**config.mk**
```make
export PLATFORM = sky130hd
export DESIGN_NAME = skeleton_to_gap_records
export DESIGN_NICKNAME = d
export VERILOG_FILES = /design/src/rtl/core/sgr_pkg.sv /design/src/rtl/core/skeleton_to_gap_records.sv /design/src/rtl/core/sgr_point_calc.sv
export SDC_FILE = /design/constraint.sdc
export NUM_CORES = 1
export LEC_CHECK = 0
export BUFFER_PORTS_ARGS = -buffer_cell sky130_fd_sc_hd__clkbuf_2
export CORE_UTILIZATION = 50
export DETAILED_ROUTE_END_ITERATION = 10
export PLACE_DENSITY = 0.68
export SYNTH_ARGS = -nofsm -noshare
export SYNTH_HDL_FRONTEND = slang
export SYNTH_SLANG_ARGS = --single-unit
```
**constraint.sdc**
```tcl
create_clock -name clk -period 38.8 [get_ports clk]
set_input_delay 7.76 -clock clk [delete_from_list [all_inputs] [get_ports clk]]
set_output_delay 7.76 -clock clk [all_outputs]
set_load 0.05 [all_outputs]
```
**src/rtl/core/sgr_pkg.sv**
```systemverilog
// ----------------------------------------------------------------------------
// sgr_pkg
// Types and constants shared by the skeleton to gap record converter.
// ----------------------------------------------------------------------------
package sgr_pkg;

  localparam int unsigned POS_W  = 32;
  localparam int unsigned LEN_W  = 34;
  localparam int unsigned MODE_W = 2;
  localparam int unsigned DIFF_W = POS_W + 1;
  localparam int unsigned EX_W   = POS_W + 4;

  // codon mode register codes
  localparam logic [MODE_W-1:0] MODE_NUC     = 2'd0;
  localparam logic [MODE_W-1:0] MODE_A_CODON = 2'd1;
  localparam logic [MODE_W-1:0] MODE_B_CODON = 2'd2;

  // record kinds in emission order
  localparam logic [2:0] SLOT_START_A = 3'd0;
  localparam logic [2:0] SLOT_START_B = 3'd1;
  localparam logic [2:0] SLOT_GAP     = 3'd2;
  localparam logic [2:0] SLOT_END_A   = 3'd3;
  localparam logic [2:0] SLOT_END_B   = 3'd4;

  typedef struct packed {
    logic [POS_W-1:0] pos_a;
    logic [POS_W-1:0] pos_b;
    logic             is_last;
  } point_t;

  typedef struct packed {
    logic             which_seq;
    logic [POS_W-1:0] gap_pos;
    logic [LEN_W-1:0] gap_len;
    logic [LEN_W-1:0] aligned_span;
    logic             path_end;
    logic             order_error;
    logic             last_of_run;
  } rec_t;

  typedef struct packed {
    logic             expect_first;
    logic [POS_W-1:0] prev_a;
    logic [POS_W-1:0] prev_b;
    logic [LEN_W-1:0] span;
  } state_t;

  // all records caused by one point
  typedef struct packed {
    logic             first;
    logic             gap;
    logic             last;
    logic             gap_seq;
    logic             err;
    logic [1:0]       last_idx;
    logic [POS_W-1:0] pos_a;
    logic [POS_W-1:0] pos_b;
    logic [LEN_W-1:0] gap_len;
    logic [LEN_W-1:0] span;
  } bundle_t;

endpackage

```
**src/rtl/core/skeleton_to_gap_records.sv**
```systemverilog
// ----------------------------------------------------------------------------
// skeleton_to_gap_records
// Turns alignment path corner points into start, gap and end records.
// ----------------------------------------------------------------------------
// first record of a point is offered in the cycle after the point is taken
// throughput: one point per cycle while each point yields at most one record and
//   rec_ready is high; otherwise a point waits on the single record output port
// reset: codon_mode 0, awaiting path start, no record pending
// ----------------------------------------------------------------------------
module skeleton_to_gap_records (
  input  logic                       clk,
  input  logic                       rst,
  input  logic                       cfg_valid,
  output logic                       cfg_ready,
  input  logic [sgr_pkg::MODE_W-1:0] cfg_data,
  input  logic                       point_valid,
  output logic                       point_ready,
  input  sgr_pkg::point_t            point,
  output logic                       rec_valid,
  input  logic                       rec_ready,
  output sgr_pkg::rec_t              rec
);

  logic [sgr_pkg::MODE_W-1:0] mode;
  sgr_pkg::state_t            st;
  sgr_pkg::state_t            st_next;
  sgr_pkg::bundle_t           bundle;
  sgr_pkg::bundle_t           bundle_next;
  logic                       bvalid;
  logic [1:0]                 k;
  logic                       has_rec;
  logic                       rec_done;
  logic                       accept;
  logic [2:0]                 slot;

  sgr_point_calc u_calc (
    .mode    (mode),
    .pt      (point),
    .st      (st),
    .bundle  (bundle_next),
    .has_rec (has_rec),
    .st_next (st_next)
  );

  assign cfg_ready   = 1'b1;
  assign rec_done    = bvalid && rec_ready && (k == bundle.last_idx);
  assign point_ready = !bvalid || rec_done;
  assign accept      = point_valid && point_ready;

  always_ff @(posedge clk) begin
    if (rst) begin
      mode            <= sgr_pkg::MODE_NUC;
      st.expect_first <= 1'b1;
      st.prev_a       <= '0;
      st.prev_b       <= '0;
      st.span         <= '0;
      bvalid          <= 1'b0;
      k               <= '0;
    end else begin
      if (cfg_valid) begin
        mode <= cfg_data;
      end
      if (accept) begin
        st     <= st_next;
        bvalid <= has_rec;
        k      <= '0;
      end else if (rec_done) begin
        bvalid <= 1'b0;
        k      <= '0;
      end else if (bvalid && rec_ready) begin
        k <= k + 2'd1;
      end
    end
  end

  always_ff @(posedge clk) begin
    if (accept) begin
      bundle <= bundle_next;
    end
  end

  // map record index to record kind
  always_comb begin
    if (bundle.first) begin
      slot = (k < 2'd2) ? {1'b0, k} : ({1'b0, k} + 3'd1);
    end else if (bundle.gap) begin
      slot = (k == 2'd0) ? sgr_pkg::SLOT_GAP : ({1'b0, k} + 3'd2);
    end else begin
      slot = {1'b0, k} + 3'd3;
    end
  end

  always_comb begin
    rec.gap_len      = '0;
    rec.aligned_span = bundle.span;
    rec.path_end     = 1'b0;
    rec.order_error  = bundle.err;
    rec.last_of_run  = (k == bundle.last_idx);
    unique case (slot)
      sgr_pkg::SLOT_START_A: begin
        rec.which_seq    = 1'b0;
        rec.gap_pos      = bundle.pos_a;
        rec.aligned_span = '0;
      end
      sgr_pkg::SLOT_START_B: begin
        rec.which_seq    = 1'b1;
        rec.gap_pos      = bundle.pos_b;
        rec.aligned_span = '0;
      end
      sgr_pkg::SLOT_GAP: begin
        rec.which_seq = bundle.gap_seq;
        rec.gap_pos   = bundle.gap_seq ? bundle.pos_b : bundle.pos_a;
        rec.gap_len   = bundle.gap_len;
      end
      sgr_pkg::SLOT_END_A: begin
        rec.which_seq = 1'b0;
        rec.gap_pos   = bundle.pos_a;
        rec.path_end  = 1'b1;
      end
      default: begin
        rec.which_seq = 1'b1;
        rec.gap_pos   = bundle.pos_b;
        rec.path_end  = 1'b1;
      end
    endcase
  end

  assign rec_valid = bvalid;

endmodule

```
**src/rtl/core/sgr_point_calc.sv**
```systemverilog
// ----------------------------------------------------------------------------
// sgr_point_calc
// Differences, diagonal excess and span update for one corner point.
// ----------------------------------------------------------------------------
module sgr_point_calc (
  input  logic [sgr_pkg::MODE_W-1:0] mode,
  input  sgr_pkg::point_t            pt,
  input  sgr_pkg::state_t            st,
  output sgr_pkg::bundle_t           bundle,
  output logic                       has_rec,
  output sgr_pkg::state_t            st_next
);

  logic [sgr_pkg::DIFF_W-1:0] da;
  logic [sgr_pkg::DIFF_W-1:0] db;
  logic [sgr_pkg::EX_W-1:0]   da_x;
  logic [sgr_pkg::EX_W-1:0]   db_x;
  logic [sgr_pkg::EX_W-1:0]   ex;
  logic [sgr_pkg::EX_W-1:0]   ex_neg;
  logic [sgr_pkg::LEN_W-1:0]  mag;
  logic [sgr_pkg::LEN_W-1:0]  match_len;
  logic [sgr_pkg::LEN_W-1:0]  span_sum;
  logic                       ex_zero;
  logic                       err;

  assign da   = {1'b0, pt.pos_a} - {1'b0, st.prev_a};
  assign db   = {1'b0, pt.pos_b} - {1'b0, st.prev_b};
  assign da_x = {{(sgr_pkg::EX_W-sgr_pkg::DIFF_W){da[sgr_pkg::DIFF_W-1]}}, da};
  assign db_x = {{(sgr_pkg::EX_W-sgr_pkg::DIFF_W){db[sgr_pkg::DIFF_W-1]}}, db};
  assign err  = da[sgr_pkg::DIFF_W-1] | db[sgr_pkg::DIFF_W-1];

  always_comb begin
    unique case (mode)
      sgr_pkg::MODE_NUC: begin
        ex = da_x - db_x;
      end
      sgr_pkg::MODE_A_CODON: begin
        ex = {da_x[sgr_pkg::EX_W-2:0], 1'b0} + da_x - db_x;
      end
      default: begin
        ex = da_x - {db_x[sgr_pkg::EX_W-2:0], 1'b0} - db_x;
      end
    endcase
  end

  assign ex_zero   = (ex == '0);
  assign ex_neg    = ~ex + 1'b1;
  assign mag       = ex[sgr_pkg::EX_W-1] ? ex_neg[sgr_pkg::LEN_W-1:0]
                                         : ex[sgr_pkg::LEN_W-1:0];
  assign match_len = (mode == sgr_pkg::MODE_A_CODON) ? {db[sgr_pkg::DIFF_W-1], db}
                                                      : {da[sgr_pkg::DIFF_W-1], da};
  assign span_sum  = st.span + (ex_zero ? match_len : mag);

  always_comb begin
    bundle.first   = st.expect_first;
    bundle.gap     = !st.expect_first && !ex_zero;
    bundle.last    = pt.is_last;
    bundle.gap_seq = !ex[sgr_pkg::EX_W-1];
    bundle.err     = !st.expect_first && err;
    bundle.pos_a   = pt.pos_a;
    bundle.pos_b   = pt.pos_b;
    bundle.gap_len = mag;
    bundle.span    = st.expect_first ? '0 : span_sum;
    if (st.expect_first) begin
      bundle.last_idx = pt.is_last ? 2'd3 : 2'd1;
    end else if (!ex_zero) begin
      bundle.last_idx = pt.is_last ? 2'd2 : 2'd0;
    end else begin
      bundle.last_idx = 2'd1;
    end
    has_rec = st.expect_first || !ex_zero || pt.is_last;

    st_next.expect_first = pt.is_last;
    st_next.prev_a       = pt.pos_a;
    st_next.prev_b       = pt.pos_b;
    st_next.span         = bundle.span;
  end

endmodule

```
==> reports/qor.txt, run 1 <==
SYNTH
--------------------------------------------------------------------------------
Seq/Total Area, Yosys .............................................       27.09%
Post-synth EDFFs ..................................................          138
Post-synthesis cell type with the largest combined area ........... sky130_fd_sc_hd__edfxtp_1
Top FF cell, synth ................................................ sky130_fd_sc_hd__edfxtp_1
Register bit count reported by yosys ..............................          242
Share of synthesized flip-flops with an asynchronous set or reset .           0%
Top cells by instance count after synthesis ....................... sky130_fd_sc_hd__nand2_1, sky130_fd_sc_hd__a21oi_1, sky130_fd_sc_hd__inv_1, sky130_fd_sc_hd__ha_1, sky130_fd_sc_hd__nor2_1
Number of nets in the synthesized netlist .........................         3032
Synth unique cells ................................................          118
Synth top area cells .............................................. sky130_fd_sc_hd__edfxtp_1, sky130_fd_sc_hd__ha_1, sky130_fd_sc_hd__dfxtp_1
Average footprint of a synthesized cell ...........................    8.530 um2
Syn Std Cell Area .................................................    22980 um2
Yosys top cell area share .........................................       18.03%
Syn Inst Count ....................................................         2694
Total number of yosys warnings ....................................            0
Cell with the most instances after synthesis ...................... sky130_fd_sc_hd__nand2_1

GLOBAL ROUTING
--------------------------------------------------------------------------------
Initial antenna violation count ...................................            0
Pin count of the biggest net entering global routing ..............          159
All-Layer GR Usage ................................................       26.35%
Via count of the first global-routing pass ........................        18840
Aggregate global routing overflow .................................            0
Global-route wire length before repair ............................     100.3 mm

CRITICAL PATH
--------------------------------------------------------------------------------
Worst endpoint data arrival time ..................................     19.62 ns
Kind of cell with the highest combined delay on the critical path . compound AO/OA/AOI/OAI gates
Worst path slowest cell ........................................... sky130_fd_sc_hd__a2111oi_0
CP max stage delay ................................................      0.57 ns
Crit-path max FO ..................................................           37
Crit-path most repeated cell ...................................... sky130_fd_sc_hd__a21o_1
Worst path required time ..........................................     39.11 ns
Setup crit start kind ............................................. primary input
Type of element capturing the critical path .......................         flop
CP bufs+invs ......................................................            4
Worst Setup Path Type ............................................. primary input to flop

TIMING
--------------------------------------------------------------------------------
Highest clock frequency the design can meet .......................  0.05179 GHz
Final critical-path required period ...............................     19.31 ns
Final count of pins violating max slew ............................            0
Setup-violating endpoint count in the final report ................            0
Transition time of the tightest slew-check pin ....................     1.125 ns
Setup repair after global routing missed its margin ...............           no
Headroom to the max-slew limit ....................................       24.71%
TNS Setup .........................................................         0 ns
Maximum clock skew at final layout ................................   0.01500 ns
Number of endpoints with negative hold slack in the final report ..            0
Ratio of final minimum period to clock period .....................       49.76%

FLOORPLANNING
--------------------------------------------------------------------------------
Vertical extent of the die ........................................     216.4 um
Num rows ..........................................................           78
Boundary pin count ................................................          179
Total Die Area ....................................................    46820 um2
Starting Density ..................................................       50.64%
Area of the core ..................................................    45380 um2
Die X .............................................................     216.4 um

CTS
--------------------------------------------------------------------------------
Root Driver ....................................................... sky130_fd_sc_hd__clkbuf_16
Cts repair resizes ................................................            0
Clock Path Buffers ................................................            3
Clock tree from TritonCTS .........................................          yes
Number of clock sinks .............................................          242
CTS clock-pin slew for the worst setup and hold paths .............      0.06 ns
Hold buffer count at CTS ..........................................            0
Clock latency on the worst-skew pair ..............................      0.56 ns
Setup Buffers After CTS ...........................................            0
CTS Buf Count .....................................................           26
Deepest level of the CTS H-tree ...................................            1

PWR
--------------------------------------------------------------------------------
Static leakage ....................................................     10.79 nW
Overall power after layout ........................................     2.022 mW
Pwr Density ....................................................... 80.22 nW/um2
Peak supply drop ..................................................     35.98 uV

FINISH
--------------------------------------------------------------------------------
Final std cell area, no fill ......................................    25200 um2
Number of nets at the end of the flow .............................         3155
Ratio of cells with drive above 1 in the final layout .............       12.69%
Area overhead of the layout relative to synthesis .................       9.659%
Final core utilization ............................................       55.53%
Antenna Diode Count ...............................................            0

ROUTE
--------------------------------------------------------------------------------
First-pass iteration count of the detailed router .................            5
Overall via count from detail_route ...............................        19980
Total DRC errors in the routed layout .............................            0
Total routed wirelength ...........................................     62.04 mm
DRT antenna net count .............................................            0
Drt initial violations ............................................         1375
Routed wire per std cell ..........................................     18.06 um
Post-DR vias/cell .................................................        5.815

HOLD PATH
--------------------------------------------------------------------------------
Classification of the worst-slack hold path ....................... flop to flop

RUN STATUS
--------------------------------------------------------------------------------
Result of the run ................................................. complete, no violations

PLACEMENT
--------------------------------------------------------------------------------
Final HPWL from detailed placement ................................     48.55 mm
Input/output buffers ..............................................          177
Cell area after placement .........................................    24360 um2
Final weighted congestion in routability-driven placement .........       0.9430

JOB
--------------------------------------------------------------------------------
Maximum capacitance violations ....................................            0

-- layout by cell type (no fill, tap or decap), types with 8 or more instances in the layout --
cell type                   instances
sky130_fd_sc_hd__nand3b_1          13
sky130_fd_sc_hd__dfxtp_1          104
sky130_fd_sc_hd__a211o_1            8
sky130_fd_sc_hd__or2_2              8
sky130_fd_sc_hd__fa_1              54
sky130_fd_sc_hd__and2_1            48
sky130_fd_sc_hd__ha_1             212
sky130_fd_sc_hd__a21oi_1          289
sky130_fd_sc_hd__mux2i_1           28
sky130_fd_sc_hd__mux2_2            43
sky130_fd_sc_hd__clkbuf_16         27
sky130_fd_sc_hd__o211ai_1          18
sky130_fd_sc_hd__nor4_1            10
sky130_fd_sc_hd__a2111oi_0          8
sky130_fd_sc_hd__nor3_1            36
sky130_fd_sc_hd__a41oi_1            9
sky130_fd_sc_hd__nand2_1          313
sky130_fd_sc_hd__o21bai_1          39
sky130_fd_sc_hd__nor2_1           159
sky130_fd_sc_hd__a21o_1            96
sky130_fd_sc_hd__xnor2_1          116
sky130_fd_sc_hd__nor2b_1           53
sky130_fd_sc_hd__edfxtp_1         138
sky130_fd_sc_hd__xor2_1            68
sky130_fd_sc_hd__o21ai_0           95
sky130_fd_sc_hd__a31oi_1           23
sky130_fd_sc_hd__clkbuf_2         176
sky130_fd_sc_hd__o31a_1             9
sky130_fd_sc_hd__nand4_1           17
sky130_fd_sc_hd__inv_1            213
sky130_fd_sc_hd__nand3_1           38
sky130_fd_sc_hd__or3_1             17
sky130_fd_sc_hd__o31ai_1           10
sky130_fd_sc_hd__buf_4             19
sky130_fd_sc_hd__o21bai_2           9
sky130_fd_sc_hd__o21ai_1            8
sky130_fd_sc_hd__and3_1            28
sky130_fd_sc_hd__a211oi_1          15
sky130_fd_sc_hd__o21a_1            32
sky130_fd_sc_hd__nand2b_1          41
-- per-layer routing --
metal	up-vias	wire (um)	global-route usage, %
li1	9814	-	-
met3	66	3420	2.274
met1	9522	29290	37.67
met4	0	993	5.493
met2	577	28330	43.26
met5	-	0	0
-- registers in the layout, summed over array words and instances, names as in the netlist --
signal     count
bundle       137
st            99
k              2
mode           2
rec            1
rec_valid      1
-- cell families (layout without fill, tap and decap cells) --
group	count (synthesis)	count (layout)	synth area share, %
muxes	71	71	3.327
and+or+nand+nor	823	823	17.30
adders and majority gates	270	270	16.43
DFF	242	242	27.09
other	1	1	0.01632
xor gates and xnor gates	190	190	7.562
buffers and inverters	318	460	5.390
AOI/OAI and AO/OA	779	779	22.89
-- per-stage QoR --
step	hold slack [ns]	setup WS, ns	instances
floorplan	0.4064	20.66	2694
global placement	0.4416	19.09	3389
detailed placement	0.4465	18.90	3389
CTS	0.4546	19.46	3436
global route	0.4675	18.48	3436
finish	0.4521	19.49	3436
-- worst min-delay path: cells and delay by family, from the launching register on --
family	cells	cell delay [ns]
AND/OR/NAND/NOR	1	0.05
flip-flops	1	0.31
AO/OA/AOI/OAI	1	0.05
-- path summary, 6_finish.rpt --
| kind | start | to | slack [ns] | cells after the start |
|---|---|---|---|---|
| hold reg to reg | st[78] | st[78] | 0.45 | 2 |
| hold / removal | st[78] | st[78] | 0.45 | 2 |
| setup reg to reg | st[68] | bundle[33] | 26.45 | 49 |
| setup / recovery | point[35] | bundle[33] | 19.49 | 49 |
-- layout make-up --
type / instances / area, um2
Clock buffer: 36 / 759.5
Clock inverter: 11 / 78.83
Inverter: 218 / 825.8
Tap cell: 600 / 750.7
Fill cell: 4128 / 20180
Timing Repair Buffer: 195 / 1023
Multi-Input combinational cell: 2134 / 15540
Sequential cell: 242 / 6226
-- power by group --
part | total [mW] | switching (mW) | internal, mW
combinational | 1.43 | 0.859 | 0.568
clock | 0.247 | 0.105 | 0.142
sequential | 0.347 | 0.0177 | 0.329
total | 2.02 | 0.982 | 1.04
No activity file was read; power rests on OpenSTA's default activity.
==> inputs of run 2 (changes only) <==
==> constraint.sdc (replaced) <==
create_clock -name clk -period 18.5 [get_ports clk]
set_input_delay 3.7 -clock clk [delete_from_list [all_inputs] [get_ports clk]]
set_output_delay 3.7 -clock clk [all_outputs]
set_load 0.05 [all_outputs]
==> run 2 against run 1 <==
  * Cell count hardly changed
  * Via count shrank 0.16%
  * Clock power grew 120%
  * Critical path type unchanged
  * Setup slack got worse by 16 ns
  * Combinational power increased by 110%
  * Utilization grew 0.11 points
  * Global-route usage rose by 0.17 points
  * Highest routed layer unchanged
  * First-iteration DRC count fell by 7.4%
  * Non-clock buffer count unchanged
  * Hold slack unchanged
  * Sequential power up 110%
==> reports/qor.txt, run 2 (synthesis results as in run 1) <==
TIMING
----------------------------------------------------------------------------------
Final count of pins violating max slew ..............................            0   unchanged
Setup repair after global routing missed its margin .................           no   unchanged
Maximum clock skew at final layout ..................................   0.01313 ns   was 0.01500 ns
Final Worst Setup Slack .............................................     3.218 ns   was 19.49 ns
Final critical-path required period .................................     15.28 ns
Ratio of final minimum period to clock period .......................       82.60%
Number of endpoints with negative hold slack in the final report ....            0   unchanged
Transition time of the tightest slew-check pin ......................     1.172 ns   was 1.125 ns
TNS Setup ...........................................................         0 ns   unchanged
Highest clock frequency the design can meet .........................  0.06544 GHz
Headroom to the max-slew limit ......................................       21.58%   was 24.71%
Setup-violating endpoint count in the final report ..................            0   unchanged

CRITICAL PATH
----------------------------------------------------------------------------------
Worst endpoint data arrival time ....................................     15.61 ns   was 19.62 ns
Worst path required time ............................................     18.82 ns   was 39.11 ns
Worst Setup Path Type ............................................... primary input to flop   unchanged
Worst path slowest cell ............................................. sky130_fd_sc_hd__a2111oi_0   unchanged
Crit-path most repeated cell ........................................ sky130_fd_sc_hd__a21o_1   unchanged
CP max stage delay ..................................................      0.58 ns   was 0.57 ns
Type of element capturing the critical path .........................         flop   unchanged
Setup crit start kind ............................................... primary input   unchanged
Kind of cell with the highest combined delay on the critical path ... compound AO/OA/AOI/OAI gates   unchanged
Crit-path max FO ....................................................           37   unchanged
CP bufs+invs ........................................................            4   unchanged

FLOORPLANNING
----------------------------------------------------------------------------------
Vertical extent of the die ..........................................     216.4 um   unchanged
Area of the core ....................................................    45380 um2   unchanged
Num rows ............................................................           78   unchanged
Die X ...............................................................     216.4 um   unchanged
Total Die Area ......................................................    46820 um2   unchanged
Starting Density ....................................................       50.64%   unchanged
Boundary pin count ..................................................          179   unchanged

PLACEMENT
----------------------------------------------------------------------------------
Final HPWL from detailed placement ..................................     48.43 mm   was 48.55 mm
Final weighted congestion in routability-driven placement ...........       0.9465   was 0.9430
Number of cells after detailed placement ............................         3389   unchanged
DP Worst Slack ......................................................     2.644 ns   was 18.90 ns
Cell area after placement ...........................................    24360 um2   unchanged
Input/output buffers ................................................          177   unchanged

ROUTE
----------------------------------------------------------------------------------
Total routed wirelength .............................................     62.41 mm   was 62.04 mm
Routed wire per std cell ............................................     18.16 um   was 18.06 um
Total DRC errors in the routed layout ...............................            0   unchanged
DRT antenna net count ...............................................            0   unchanged
Drt initial violations ..............................................         1273   was 1375
Post-DR vias/cell ...................................................        5.804   was 5.815
Overall via count from detail_route .................................        19950   was 19980
First-pass iteration count of the detailed router ...................            6   was 5

CTS
----------------------------------------------------------------------------------
Hold buffer count at CTS ............................................            0   unchanged
Number of clock sinks ...............................................          242   unchanged
Root Driver ......................................................... sky130_fd_sc_hd__clkbuf_16   unchanged
Deepest level of the CTS H-tree .....................................            1   unchanged
Clock Path Buffers ..................................................            3   unchanged
Cts repair resizes ..................................................            0   unchanged
Clock latency on the worst-skew pair ................................      0.57 ns   was 0.56 ns
Setup Buffers After CTS .............................................            0   unchanged
CTS clock-pin slew for the worst setup and hold paths ...............      0.06 ns   about the same
CTS Buf Count .......................................................           26   unchanged
Clock tree from TritonCTS ...........................................          yes   unchanged

FINISH
----------------------------------------------------------------------------------
Most flop-heavy register ............................................       bundle   unchanged
Area overhead of the layout relative to synthesis ...................       9.877%   was 9.659%
Biggest registers after layout ...................................... bundle (137), st (99)   unchanged
Commonest non-fill, non-tap cell in the layout ...................... sky130_fd_sc_hd__nand2_1   unchanged
Commonest cells after routing, fill and taps aside .................. sky130_fd_sc_hd__nand2_1, sky130_fd_sc_hd__a21oi_1, sky130_fd_sc_hd__inv_1   unchanged
Final Instance Count excl. Fillers ..................................         3437   was 3436
Number of nets at the end of the flow ...............................         3155   unchanged
Ratio of cells with drive above 1 in the final layout ...............       12.69%   about the same
Antenna Diode Count .................................................            0   unchanged
Number of inserted filler cells in the final layout .................         4152   was 4128
Flip-flop count of the largest register, all copies and words added .          137   unchanged
Final std cell area, no fill ........................................    25250 um2   was 25200 um2

GLOBAL ROUTING
----------------------------------------------------------------------------------
All-Layer GR Usage ..................................................       26.52%   was 26.35%
Pin count of the biggest net entering global routing ................          158   was 159
Initial antenna violation count .....................................            0   unchanged
Via count of the first global-routing pass ..........................        18970   was 18840
Global-route wire length before repair ..............................     100.3 mm   about the same
Aggregate global routing overflow ...................................            0   unchanged

PWR
----------------------------------------------------------------------------------
Pwr Density ......................................................... 168.9 nW/um2   was 80.22 nW/um2
Overall power after layout ..........................................     4.264 mW   was 2.022 mW
Peak supply drop ....................................................     84.22 uV   was 35.98 uV
Static leakage ......................................................     10.82 nW   was 10.79 nW

HOLD PATH
----------------------------------------------------------------------------------
Classification of the worst-slack hold path ......................... flop to flop   unchanged

JOB
----------------------------------------------------------------------------------
Maximum capacitance violations ......................................            0   unchanged

RUN STATUS
----------------------------------------------------------------------------------
Result of the run ................................................... complete, no violations   unchanged

-- run 2: power breakdown --
part	switching (mW)	internal, mW	leakage, nW	total (mW)
Clock	0.219	0.319	0.437	0.539
Combinational	1.80	1.19	8.20	3.00
Sequential	0.0383	0.691	2.18	0.729
-- run 2: final timing paths --
kind | cells after the start | to | start | slack (ns)
worst max-delay path | 49 | bundle[33] | point[35] | 3.22
worst min-delay path | 2 | st[96] | st[96] | 0.45
worst max register to register | 49 | bundle[33] | st[68] | 6.11
worst min register to register | 2 | st[96] | st[96] | 0.45
-- run 2: layout make-up --
type / instances / area, um2 / share of cell area (%)
multi-input combinational: 2134 / 15540 / 61.53
sequential: 242 / 6226 / 24.66
timing repair buffer: 195 / 1023 / 4.053
inverter: 218 / 825.8 / 3.270
clock buffer: 40 / 784.5 / 3.107
tap: 600 / 750.7 / 2.973
clock inverter: 8 / 103.9 / 0.4113
-- run 2: metal layers --
layer	wire, um	track usage, %	vias to the layer above
met3	3425	3.439	101
met4	1687	7.207	0
li1	-	-	9840
met5	0	0	-
met1	29330	37.07	9396
met2	27970	42.91	610
-- run 2: worst reg2reg max path, delay by kind of cell, from the launching register on --
kind | cells | cell delay [ns]
multiplexers | 2 | 0.47
AO/OA/AOI/OAI | 31 | 6.78
XOR/XNOR | 2 | 0.71
buffers and inverters | 4 | 0.52
AND/OR/NAND/NOR | 6 | 1.79
flip-flops | 1 | 0.33
adder cells (fa/ha/maj) | 4 | 1.52
-- run 2: through the flow --
stage	hold WS, ns	util [%]
floorplan	0.4064	-
global placement	0.4413	53.68
detailed placement	0.4463	53.68
CTS	0.4543	55.64
global route	0.4680	55.64
finish	0.4521	55.64
